`src/rtl/ppts_pkg.sv`:
```
// Shared types, codes and helpers of the preemptive priority task scheduler.
package ppts_pkg;

	localparam int MAX_TASKS_DEF = 16;
	localparam int TIME_BITS_DEF = 22;

	localparam int ARRIVAL_W = 16;
	localparam int BURST_W   = 16;
	localparam int PRIO_W    = 8;
	localparam int FIELD_W   = 22;
	localparam int TASK_NR_W = 5;
	localparam int STATUS_W  = 2;
	localparam int IN_DATA_W  = 40;
	localparam int OUT_DATA_W = 120;

	localparam logic [STATUS_W-1:0] STAT_OK         = 2'd0;
	localparam logic [STATUS_W-1:0] STAT_FULL       = 2'd1;
	localparam logic [STATUS_W-1:0] STAT_ZERO_BURST = 2'd2;

	localparam logic ACT_LOAD = 1'b0;
	localparam logic ACT_TICK = 1'b1;

	typedef enum logic [1:0] {
		S_IDLE,
		S_SCAN,
		S_FINISH
	} state_t;

	// Input payload, last member in the lowest bits.
	typedef struct packed {
		logic [PRIO_W-1:0]    prio;
		logic [BURST_W-1:0]   burst;
		logic [ARRIVAL_W-1:0] arrival;
	} in_t;

	// Result payload, last member in the lowest bits.
	typedef struct packed {
		logic                  pad;
		logic                  all_done;
		logic [FIELD_W-1:0]    response_time;
		logic [FIELD_W-1:0]    waiting_time;
		logic [FIELD_W-1:0]    turnaround_time;
		logic [FIELD_W-1:0]    completion_time;
		logic                  task_finished;
		logic [FIELD_W-1:0]    tick_time;
		logic [TASK_NR_W-1:0]  running_task;
		logic [STATUS_W-1:0]   status;
	} out_t;

	// Fixed-width part of one table entry.
	typedef struct packed {
		logic [ARRIVAL_W-1:0] arrival;
		logic [BURST_W-1:0]   burst;
		logic [PRIO_W-1:0]    prio;
		logic [BURST_W-1:0]   remaining;
		logic                 started;
	} task_t;

	typedef struct packed {
		logic scan_start;
		logic wr_en;
	} tbl_ctrl_t;

	typedef struct packed {
		logic scan_done;
		logic found;
	} tbl_stat_t;

	function automatic logic [31:0] sub_floor(input logic [31:0] a, input logic [31:0] b);
		sub_floor = (a >= b) ? (a - b) : 32'd0;
	endfunction

	function automatic logic [FIELD_W-1:0] to_field(input logic [31:0] v);
		to_field = v[FIELD_W-1:0];
	endfunction

endpackage

```
`src/rtl/ppts_table.sv`:
```
// Task table memory with the sequential highest-priority scan.
module ppts_table #(
	parameter int MAX_TASKS = ppts_pkg::MAX_TASKS_DEF,
	parameter int TIME_BITS = ppts_pkg::TIME_BITS_DEF
) (
	input  logic                                    clk,
	input  logic                                    arst_n,
	input  ppts_pkg::tbl_ctrl_t                     ctrl,
	input  logic [$clog2(MAX_TASKS+1)-1:0]          loaded_count,
	input  logic [TIME_BITS-1:0]                    cur_time,
	input  logic [((MAX_TASKS > 1) ? $clog2(MAX_TASKS) : 1)-1:0] wr_addr,
	input  ppts_pkg::task_t                         wr_task,
	input  logic [TIME_BITS-1:0]                    wr_fr,
	output ppts_pkg::tbl_stat_t                     stat,
	output logic [((MAX_TASKS > 1) ? $clog2(MAX_TASKS) : 1)-1:0] best_idx,
	output ppts_pkg::task_t                         best_task,
	output logic [TIME_BITS-1:0]                    best_fr
);

	localparam int CNT_W  = $clog2(MAX_TASKS + 1);
	localparam int IDX_W  = (MAX_TASKS > 1) ? $clog2(MAX_TASKS) : 1;
	localparam int TASK_W = $bits(ppts_pkg::task_t);
	localparam int ENT_W  = TASK_W + TIME_BITS;

	logic [ENT_W-1:0] mem [MAX_TASKS];

	logic             scanning_q;
	logic [CNT_W-1:0] cnt_q;
	logic             rd_en;
	logic [IDX_W-1:0] rd_addr;
	logic             rd_vld_s1;
	logic [IDX_W-1:0] rd_idx_s1;
	logic [ENT_W-1:0] rd_data_s1;
	ppts_pkg::task_t  rd_task;
	logic [TIME_BITS-1:0] rd_fr;
	logic             found_q;
	logic [IDX_W-1:0] best_idx_q;
	ppts_pkg::task_t  best_task_q;
	logic [TIME_BITS-1:0] best_fr_q;
	logic             ready_w;
	logic             win;
	logic             scan_done;

	assign rd_en   = scanning_q && (cnt_q != loaded_count);
	assign rd_addr = cnt_q[IDX_W-1:0];
	assign rd_task = rd_data_s1[ENT_W-1:TIME_BITS];
	assign rd_fr   = rd_data_s1[TIME_BITS-1:0];

	// ready: arrived and work left; strict greater keeps the lower index on a tie
	assign ready_w = (32'(rd_task.arrival) <= 32'(cur_time)) && (rd_task.remaining != '0);
	assign win     = rd_vld_s1 && ready_w && (!found_q || (rd_task.prio > best_task_q.prio));
	assign scan_done = scanning_q && (cnt_q == loaded_count) && !rd_vld_s1;

	always_ff @(posedge clk) begin
		if (ctrl.wr_en) begin
			mem[wr_addr] <= {wr_task, wr_fr};
		end
		if (rd_en) begin
			rd_data_s1 <= mem[rd_addr];
		end
		rd_idx_s1 <= rd_addr;
		if (win) begin
			best_idx_q  <= rd_idx_s1;
			best_task_q <= rd_task;
			best_fr_q   <= rd_fr;
		end
	end

	always_ff @(posedge clk or negedge arst_n) begin
		if (!arst_n) begin
			scanning_q <= 1'b0;
			cnt_q      <= '0;
			rd_vld_s1  <= 1'b0;
			found_q    <= 1'b0;
		end else begin
			rd_vld_s1 <= rd_en;
			if (ctrl.scan_start) begin
				scanning_q <= 1'b1;
				cnt_q      <= '0;
				found_q    <= 1'b0;
			end else begin
				if (rd_en) begin
					cnt_q <= cnt_q + 1'b1;
				end
				if (win) begin
					found_q <= 1'b1;
				end
				if (scan_done) begin
					scanning_q <= 1'b0;
				end
			end
		end
	end

	assign stat.scan_done = scan_done;
	assign stat.found     = found_q;
	assign best_idx       = best_idx_q;
	assign best_task      = best_task_q;
	assign best_fr        = best_fr_q;

endmodule

```
`src/rtl/preemptive_priority_task_scheduler_unit.sv`:
```
// Top level of the preemptive priority task scheduler.
//
//  channel  | direction | payload
//  ---------+-----------+------------------------------------------------------
//  s_*      | in        | tuser: action; tdata: arrival, burst, priority
//  m_*      | out       | tdata: status, running task, tick time, finish flag,
//           |           |        completion, turnaround, waiting, response, all done
//
// A load passes from the transfer through the finish state to the result. A tick
// starts a scan that reads one table entry per cycle through the single read port
// of the task memory; then the last entry is evaluated, the winner's arithmetic is
// settled, and the finish state writes back and registers the result.
// Reset clears time, counters and control; the table needs no clearing pass,
// since only entries below the load count are ever read.
// Input is taken only while idle; a waiting result does not block that transfer,
// but the next result is held back until the output register is free.
module preemptive_priority_task_scheduler_unit #(
	parameter int MAX_TASKS = ppts_pkg::MAX_TASKS_DEF,
	parameter int TIME_BITS = ppts_pkg::TIME_BITS_DEF
) (
	input  logic                              clk,
	input  logic                              arst_n,
	input  logic                              s_tvalid,
	output logic                              s_tready,
	// [15:0] arrival_time, [31:16] burst_length, [39:32] task_priority
	input  logic [ppts_pkg::IN_DATA_W-1:0]    s_tdata,
	// [0] action
	input  logic                              s_tuser,
	output logic                              m_tvalid,
	input  logic                              m_tready,
	// [1:0] status, [6:2] running_task, [28:7] tick_time, [29] task_finished,
	// [51:30] completion_time, [73:52] turnaround_time, [95:74] waiting_time,
	// [117:96] response_time, [118] all_done, [119] zero
	output logic [ppts_pkg::OUT_DATA_W-1:0]   m_tdata
);

	localparam int CNT_W = $clog2(MAX_TASKS + 1);
	localparam int IDX_W = (MAX_TASKS > 1) ? $clog2(MAX_TASKS) : 1;
	localparam logic [CNT_W-1:0]     MAX_CNT  = CNT_W'(MAX_TASKS);
	localparam logic [TIME_BITS-1:0] TIME_MAX = '1;

	ppts_pkg::state_t state_q, state_d;

	// latched input item
	logic                 act_q;
	ppts_pkg::in_t        in_q;
	ppts_pkg::in_t        in_w;

	// scheduler state
	logic [TIME_BITS-1:0] cur_time_q;
	logic [CNT_W-1:0]     loaded_q;
	logic [CNT_W-1:0]     completed_q;

	// winner arithmetic, settled the cycle the scan ends
	logic                 found_q;
	logic [TIME_BITS-1:0] nxt_time_q;
	logic [ppts_pkg::BURST_W-1:0] rem_q;
	logic [TIME_BITS-1:0] fr_q;
	logic [ppts_pkg::BURST_W:0]   sum_q;

	// output register
	logic                 m_tvalid_q;
	ppts_pkg::out_t       out_q;
	ppts_pkg::out_t       out_d;

	// table interface
	ppts_pkg::tbl_ctrl_t  tbl_ctrl;
	ppts_pkg::tbl_stat_t  tbl_stat;
	logic                 scan_start;
	logic                 tbl_wr_en;
	logic [IDX_W-1:0]     wr_addr;
	ppts_pkg::task_t      wr_task;
	logic [TIME_BITS-1:0] wr_fr;
	logic [IDX_W-1:0]     best_idx;
	ppts_pkg::task_t      best_task;
	logic [TIME_BITS-1:0] best_fr;

	logic                 in_xfer;
	logic                 out_free;
	logic                 finish_go;
	logic                 load_ok;
	logic                 fin_w;
	logic [CNT_W-1:0]     loaded_nxt;
	logic [CNT_W-1:0]     completed_nxt;
	logic [31:0]          tat_w;
	logic [31:0]          wt_w;
	logic [31:0]          run_w;
	logic [31:0]          fr_w;
	logic [ppts_pkg::STATUS_W-1:0] status_w;

	assign in_w     = s_tdata;
	assign in_xfer  = s_tvalid && s_tready;
	assign out_free = !m_tvalid_q || m_tready;
	assign tbl_ctrl = '{scan_start: scan_start, wr_en: tbl_wr_en};

	ppts_table #(
		.MAX_TASKS (MAX_TASKS),
		.TIME_BITS (TIME_BITS)
	) u_table (
		.clk          (clk),
		.arst_n       (arst_n),
		.ctrl         (tbl_ctrl),
		.loaded_count (loaded_q),
		.cur_time     (cur_time_q),
		.wr_addr      (wr_addr),
		.wr_task      (wr_task),
		.wr_fr        (wr_fr),
		.stat         (tbl_stat),
		.best_idx     (best_idx),
		.best_task    (best_task),
		.best_fr      (best_fr)
	);

	// state register
	always_ff @(posedge clk or negedge arst_n) begin
		if (!arst_n) begin
			state_q <= ppts_pkg::S_IDLE;
		end else begin
			state_q <= state_d;
		end
	end

	// next state and handshake
	always_comb begin
		state_d    = state_q;
		s_tready   = 1'b0;
		scan_start = 1'b0;
		finish_go  = 1'b0;
		case (state_q)
			ppts_pkg::S_IDLE: begin
				s_tready = 1'b1;
				if (s_tvalid) begin
					if (s_tuser == ppts_pkg::ACT_TICK) begin
						scan_start = 1'b1;
						state_d    = ppts_pkg::S_SCAN;
					end else begin
						state_d = ppts_pkg::S_FINISH;
					end
				end
			end
			ppts_pkg::S_SCAN: begin
				if (tbl_stat.scan_done) begin
					state_d = ppts_pkg::S_FINISH;
				end
			end
			ppts_pkg::S_FINISH: begin
				// hold the result until the output register drains
				if (out_free) begin
					finish_go = 1'b1;
					state_d   = ppts_pkg::S_IDLE;
				end
			end
			default: begin
				state_d = ppts_pkg::S_IDLE;
			end
		endcase
	end

	// load decisions: full table is checked before zero burst
	always_comb begin
		if (loaded_q == MAX_CNT) begin
			status_w = ppts_pkg::STAT_FULL;
		end else if (in_q.burst == '0) begin
			status_w = ppts_pkg::STAT_ZERO_BURST;
		end else begin
			status_w = ppts_pkg::STAT_OK;
		end
	end

	assign load_ok = (act_q == ppts_pkg::ACT_LOAD) && (status_w == ppts_pkg::STAT_OK);
	assign fin_w   = (act_q == ppts_pkg::ACT_TICK) && found_q && (rem_q == '0);

	// turnaround and waiting in parallel: waiting floors at completion - (arrival + burst)
	assign tat_w = ppts_pkg::sub_floor(32'(nxt_time_q), 32'(best_task.arrival));
	assign wt_w  = ppts_pkg::sub_floor(32'(nxt_time_q), 32'(sum_q));
	assign run_w = 32'(best_idx) + 32'd1;
	assign fr_w  = ppts_pkg::sub_floor(32'(cur_time_q), 32'(best_task.arrival));

	assign loaded_nxt    = load_ok ? (loaded_q + 1'b1) : loaded_q;
	assign completed_nxt = fin_w ? (completed_q + 1'b1) : completed_q;

	// table write-back: a new task on load, the updated winner on a tick
	always_comb begin
		tbl_wr_en = 1'b0;
		wr_addr   = best_idx;
		wr_task   = best_task;
		wr_fr     = fr_q;
		if (act_q == ppts_pkg::ACT_LOAD) begin
			tbl_wr_en         = finish_go && load_ok;
			wr_addr           = loaded_q[IDX_W-1:0];
			wr_task.arrival   = in_q.arrival;
			wr_task.burst     = in_q.burst;
			wr_task.prio      = in_q.prio;
			wr_task.remaining = in_q.burst;
			wr_task.started   = 1'b0;
			wr_fr             = '0;
		end else begin
			tbl_wr_en         = finish_go && found_q;
			wr_task.remaining = rem_q;
			wr_task.started   = 1'b1;
		end
	end

	// result assembly
	always_comb begin
		out_d                 = '0;
		out_d.tick_time       = ppts_pkg::to_field(32'(cur_time_q));
		out_d.all_done        = (completed_nxt == loaded_nxt);
		if (act_q == ppts_pkg::ACT_LOAD) begin
			out_d.status = status_w;
		end else begin
			if (found_q) begin
				out_d.running_task = run_w[ppts_pkg::TASK_NR_W-1:0];
			end
			if (fin_w) begin
				out_d.task_finished   = 1'b1;
				out_d.completion_time = ppts_pkg::to_field(32'(nxt_time_q));
				out_d.turnaround_time = ppts_pkg::to_field(tat_w);
				out_d.waiting_time    = ppts_pkg::to_field(wt_w);
				out_d.response_time   = ppts_pkg::to_field(32'(fr_q));
			end
		end
	end

	// payload latches: input item, winner arithmetic, result
	always_ff @(posedge clk) begin
		if (in_xfer) begin
			act_q <= s_tuser;
			in_q  <= in_w;
		end
		if ((state_q == ppts_pkg::S_SCAN) && tbl_stat.scan_done) begin
			found_q    <= tbl_stat.found;
			nxt_time_q <= (cur_time_q == TIME_MAX) ? cur_time_q : (cur_time_q + 1'b1);
			rem_q      <= best_task.remaining - 1'b1;
			fr_q       <= best_task.started ? best_fr : fr_w[TIME_BITS-1:0];
			sum_q      <= {1'b0, best_task.arrival} + {1'b0, best_task.burst};
		end
		if (finish_go) begin
			out_q <= out_d;
		end
	end

	// control state: clock, counters, output valid
	always_ff @(posedge clk or negedge arst_n) begin
		if (!arst_n) begin
			cur_time_q  <= '0;
			loaded_q    <= '0;
			completed_q <= '0;
			m_tvalid_q  <= 1'b0;
		end else begin
			if (finish_go) begin
				loaded_q    <= loaded_nxt;
				completed_q <= completed_nxt;
				m_tvalid_q  <= 1'b1;
				if (act_q == ppts_pkg::ACT_TICK) begin
					// advance the clock, saturating at its maximum
					cur_time_q <= nxt_time_q;
				end
			end else if (m_tready) begin
				m_tvalid_q <= 1'b0;
			end
		end
	end

	assign m_tvalid = m_tvalid_q;
	assign m_tdata  = out_q;

endmodule

```
`config.mk`:
```
export PLATFORM = sky130hd
export DESIGN_NAME = preemptive_priority_task_scheduler_unit
export DESIGN_NICKNAME = d
export VERILOG_FILES = /design/src/rtl/ppts_pkg.sv /design/src/rtl/ppts_table.sv /design/src/rtl/preemptive_priority_task_scheduler_unit.sv
export SDC_FILE = /design/constraint.sdc
export NUM_CORES = 2
export LEC_CHECK = 0
export ABC_CLOCK_PERIOD_IN_PS = 8900
export BUFFER_PORTS_ARGS = -buffer_cell sky130_fd_sc_hd__clkbuf_2
export CORE_MARGIN = 2
export CORE_UTILIZATION = 60
export DETAILED_ROUTE_END_ITERATION = 16
export GPL_ROUTABILITY_DRIVEN = 0
export HOLD_SLACK_MARGIN = 0.15
export PLACE_DENSITY = 0.76
export REMOVE_ABC_BUFFERS = 1
export SKIP_CTS_REPAIR_TIMING = 1
export SLEW_MARGIN = 20
export SYNTH_ARGS = -nofsm -noshare
export SYNTH_HDL_FRONTEND = slang
export SYNTH_SLANG_ARGS = --single-unit
export TNS_END_PERCENT = 1
```
`constraint.sdc`:
```
create_clock -name clk -period 8.9 [get_ports clk]
set_clock_uncertainty 0.15 [all_clocks]
set_input_delay 1.78 -clock clk [delete_from_list [all_inputs] [get_ports clk]]
set_output_delay 1.78 -clock clk [all_outputs]
set_load 0.02 [all_outputs]
```
==> flow_summary.toml <==
[min_path]
min_path_type = "reg2reg"

[routing]
wl_um = 165000
vias = 34554
drt_pass1_iterations = 8
wl_per_cell_um = 31.3
drc = 0
ant_nets = 0
viasPerCell = 6.54
drt_iter0_markers = 4627

[worst_setup_path]
critPathCaptureType = "flop"
r2r-start = "nxt_time_q[2]"
worstSetupStartpointType = "input port"
crit_start = "m_tready"
crit_type = "in2reg"
r2r-end = "m_tdata[94]"
cp_max_fo = 56
r2r_slack_ns = 4.60
worstPathArrival_ns = 4.83
endpoint = "u_table.mem[15][51]"
required_ns = 9.13
r2r_cells = 9

[placement]
dp_slack_ns = 3.47
dpl.hpwl_um = 94500
port_buffers = 165
placed_cell_area_um2 = 70900

[die]
die_w_um = 341
die_area_um2 = 116000
ios = 167
num_rows = 123
start_util = 0.606
core_um2 = 112000
die-height_um = 341

[power]
powerDensity_nw_per_um2 = 334
finalPower_mw = 25.5
p_leak_nw = 25.1
vdd_drop_max_mv = 0.306

[run_status]
status = "completed"

[timing]
rsz0062_at_grt = "no"
finalWorstPathRequiredPeriod_ns = 4.59
setup_violations = 0
worst_slack_ns = 4.31
relSlewSlack = 0.228
fin_crit_sh = 0.516
max_freq_mhz = 218
drv_slew = 0
tightest_slew_ns = 1.16
hold_viol = 0

[global_route]
overflow = 0
grt_pass1_vias = 35021
grt_antenna_before_repair = 10
grt_first_pass_wirelength_um = 240000
grt_max_degree = 131
track_usage = 0.288

[finish]
syn_to_final_growth_pct = 11.8
fin_area_um2 = 76200
final_cell_mix = "edfxtp_1 (1664), mux4_2 (395), clkbuf_16 (170)"
layout-drive-gt1-share = 0.245
layout.nets = 3795
final_common_cell = "edfxtp_1"

[clock_network]
clock_latency_ns = 0.78
numCtsBuffers = 166
tritoncts = "done"
clk_pin_slew_worst_paths_ns = 0.07
htreeDepth = 4
cts.sinks = 1711
clock-root-buffer = "clkbuf_16"
clk_path_buf_depth = 3

[synthesis]
avgSynthCellArea_um2 = 20.0
synthArstFlopShare = 0.0251
synth-edff-count = 1664
synth_ff_type = "edfxtp_1"
synth.distinct_cells = 70
synth_seq_cells = 1711
synth_area_um2 = 68100
synth-seq-area-share = 0.750
synth_cells = 3401
ys_warn_count = 0

[flow_run]
cap_viol_max_count = 0
[synth_stat cells, drive strengths merged, types with 9 or more instances]
cell type | n | area (um^2)
edfxtp | 1664 | 50000
mux4 | 395 | 8900
nand2 | 159 | 597
nor2 | 118 | 445
ha | 96 | 1200
inv | 94 | 353
clkbuf | 81 | 305
xnor2 | 72 | 631
and2 | 69 | 432
a21oi | 68 | 344
o21ai | 55 | 275
buf | 53 | 252
mux2 | 44 | 495
dfrtp | 43 | 1080
nor3 | 38 | 190
nand3 | 32 | 160
xor2 | 32 | 280
nand2b | 29 | 181
o31ai | 23 | 178
nand4 | 20 | 125
a21o | 19 | 143
nor4 | 19 | 125
nor2b | 18 | 113
o21a | 17 | 128
a31oi | 14 | 87.6
and3 | 13 | 81.3
nor3b | 12 | 90.1
a211oi | 9 | 72.6
[per-stage QoR]
step            TNS, ns  std cells  hold slack, ns  utilization
2_1_floorplan  -1652.25       3267           0.236            -
3_3_place_gp          0       4979           0.237        0.630
4_1_cts               0       5279           0.253        0.676
3_5_place_dp          0       4979           0.239        0.630
5_1_grt               0       5282           0.253        0.677
6_report              0       5283           0.251        0.677
[logic make-up after synthesis]
kind of cell / Yosys count / share of synthesized area
flip-flops: 1711 / 0.750
AND/OR/NAND/NOR: 559 / 0.0408
multiplexers: 442 / 0.138
AO/OA/AOI/OAI: 256 / 0.0248
buffers and inverters: 228 / 0.0134
XOR/XNOR: 104 / 0.0134
adder cells (fa/ha/maj): 100 / 0.0188
other: 1 / 0.0000550
[how the worst min path moves through the flow]
stage | startpoint | to | depth (start not counted)
2_1_floorplan | u_table.rd_idx_s1[0] | u_table.best_idx[0] | 0
3_3_place_gp | u_table.rd_idx_s1[2] | u_table.best_idx[2] | 0
3_5_place_dp | u_table.rd_idx_s1[3] | u_table.best_idx[3] | 0
4_1_cts | u_table.rd_idx_s1[1] | u_table.best_idx[1] | 0
5_1_grt | u_table.rd_idx_s1[1] | u_table.best_idx[1] | 0
6_report | u_table.rd_idx_s1[1] | u_table.best_idx[1] | 0
[power by group]
part,internal (mW),total [mW],switching [mW]
Combinational,2.95,7.36,4.41
Sequential,10.6,11.4,0.779
Clock,3.75,6.74,2.98
Total,17.3,25.5,8.17
[layer usage]
layer | GRT usage | share of wire | up-vias
li1 | - | - | 14276
met1 | 0.397 | 0.38 | 17946
met2 | 0.464 | 0.49 | 1976
met4 | 0.113 | 0.037 | 12
met3 | 0.0557 | 0.091 | 344
met5 | 0 | 0.00041 | -
[cell type report]
| cell class | instances | area (um^2) |
|---|---|---|
| clock inverters | 79 | 676 |
| flip-flops and latches | 1711 | 51100 |
| repair buffers | 215 | 1350 |
| diodes | 1 | 2.50 |
| well taps | 1500 | 1880 |
| clock buffers | 221 | 4510 |
| inverters | 94 | 358 |
| fillers | 6865 | 36300 |
| multi-input cells | 1462 | 16200 |
[worst max-delay path, stage by stage]
cell      delay (ns)
clkbuf_2        0.13
nand2b_1        0.17
nand2b_1        0.24
a21oi_1         0.32
nand2_1         0.29
nor2_4          0.80
buf_4           0.98
[state kept, by name, indices dropped and copies added (netlist names), 16 cells and up]
signal and cells:
u_table.mem 1264, in_q 40, cur_time_q 22, u_table.best_task 57, m_tdata 119, nxt_time_q 22, u_table.rd_data_s1 79, sum_q 17
fr_q 22, rem_q 16, u_table.best_fr 22
(Power assumes the default switching activity.)
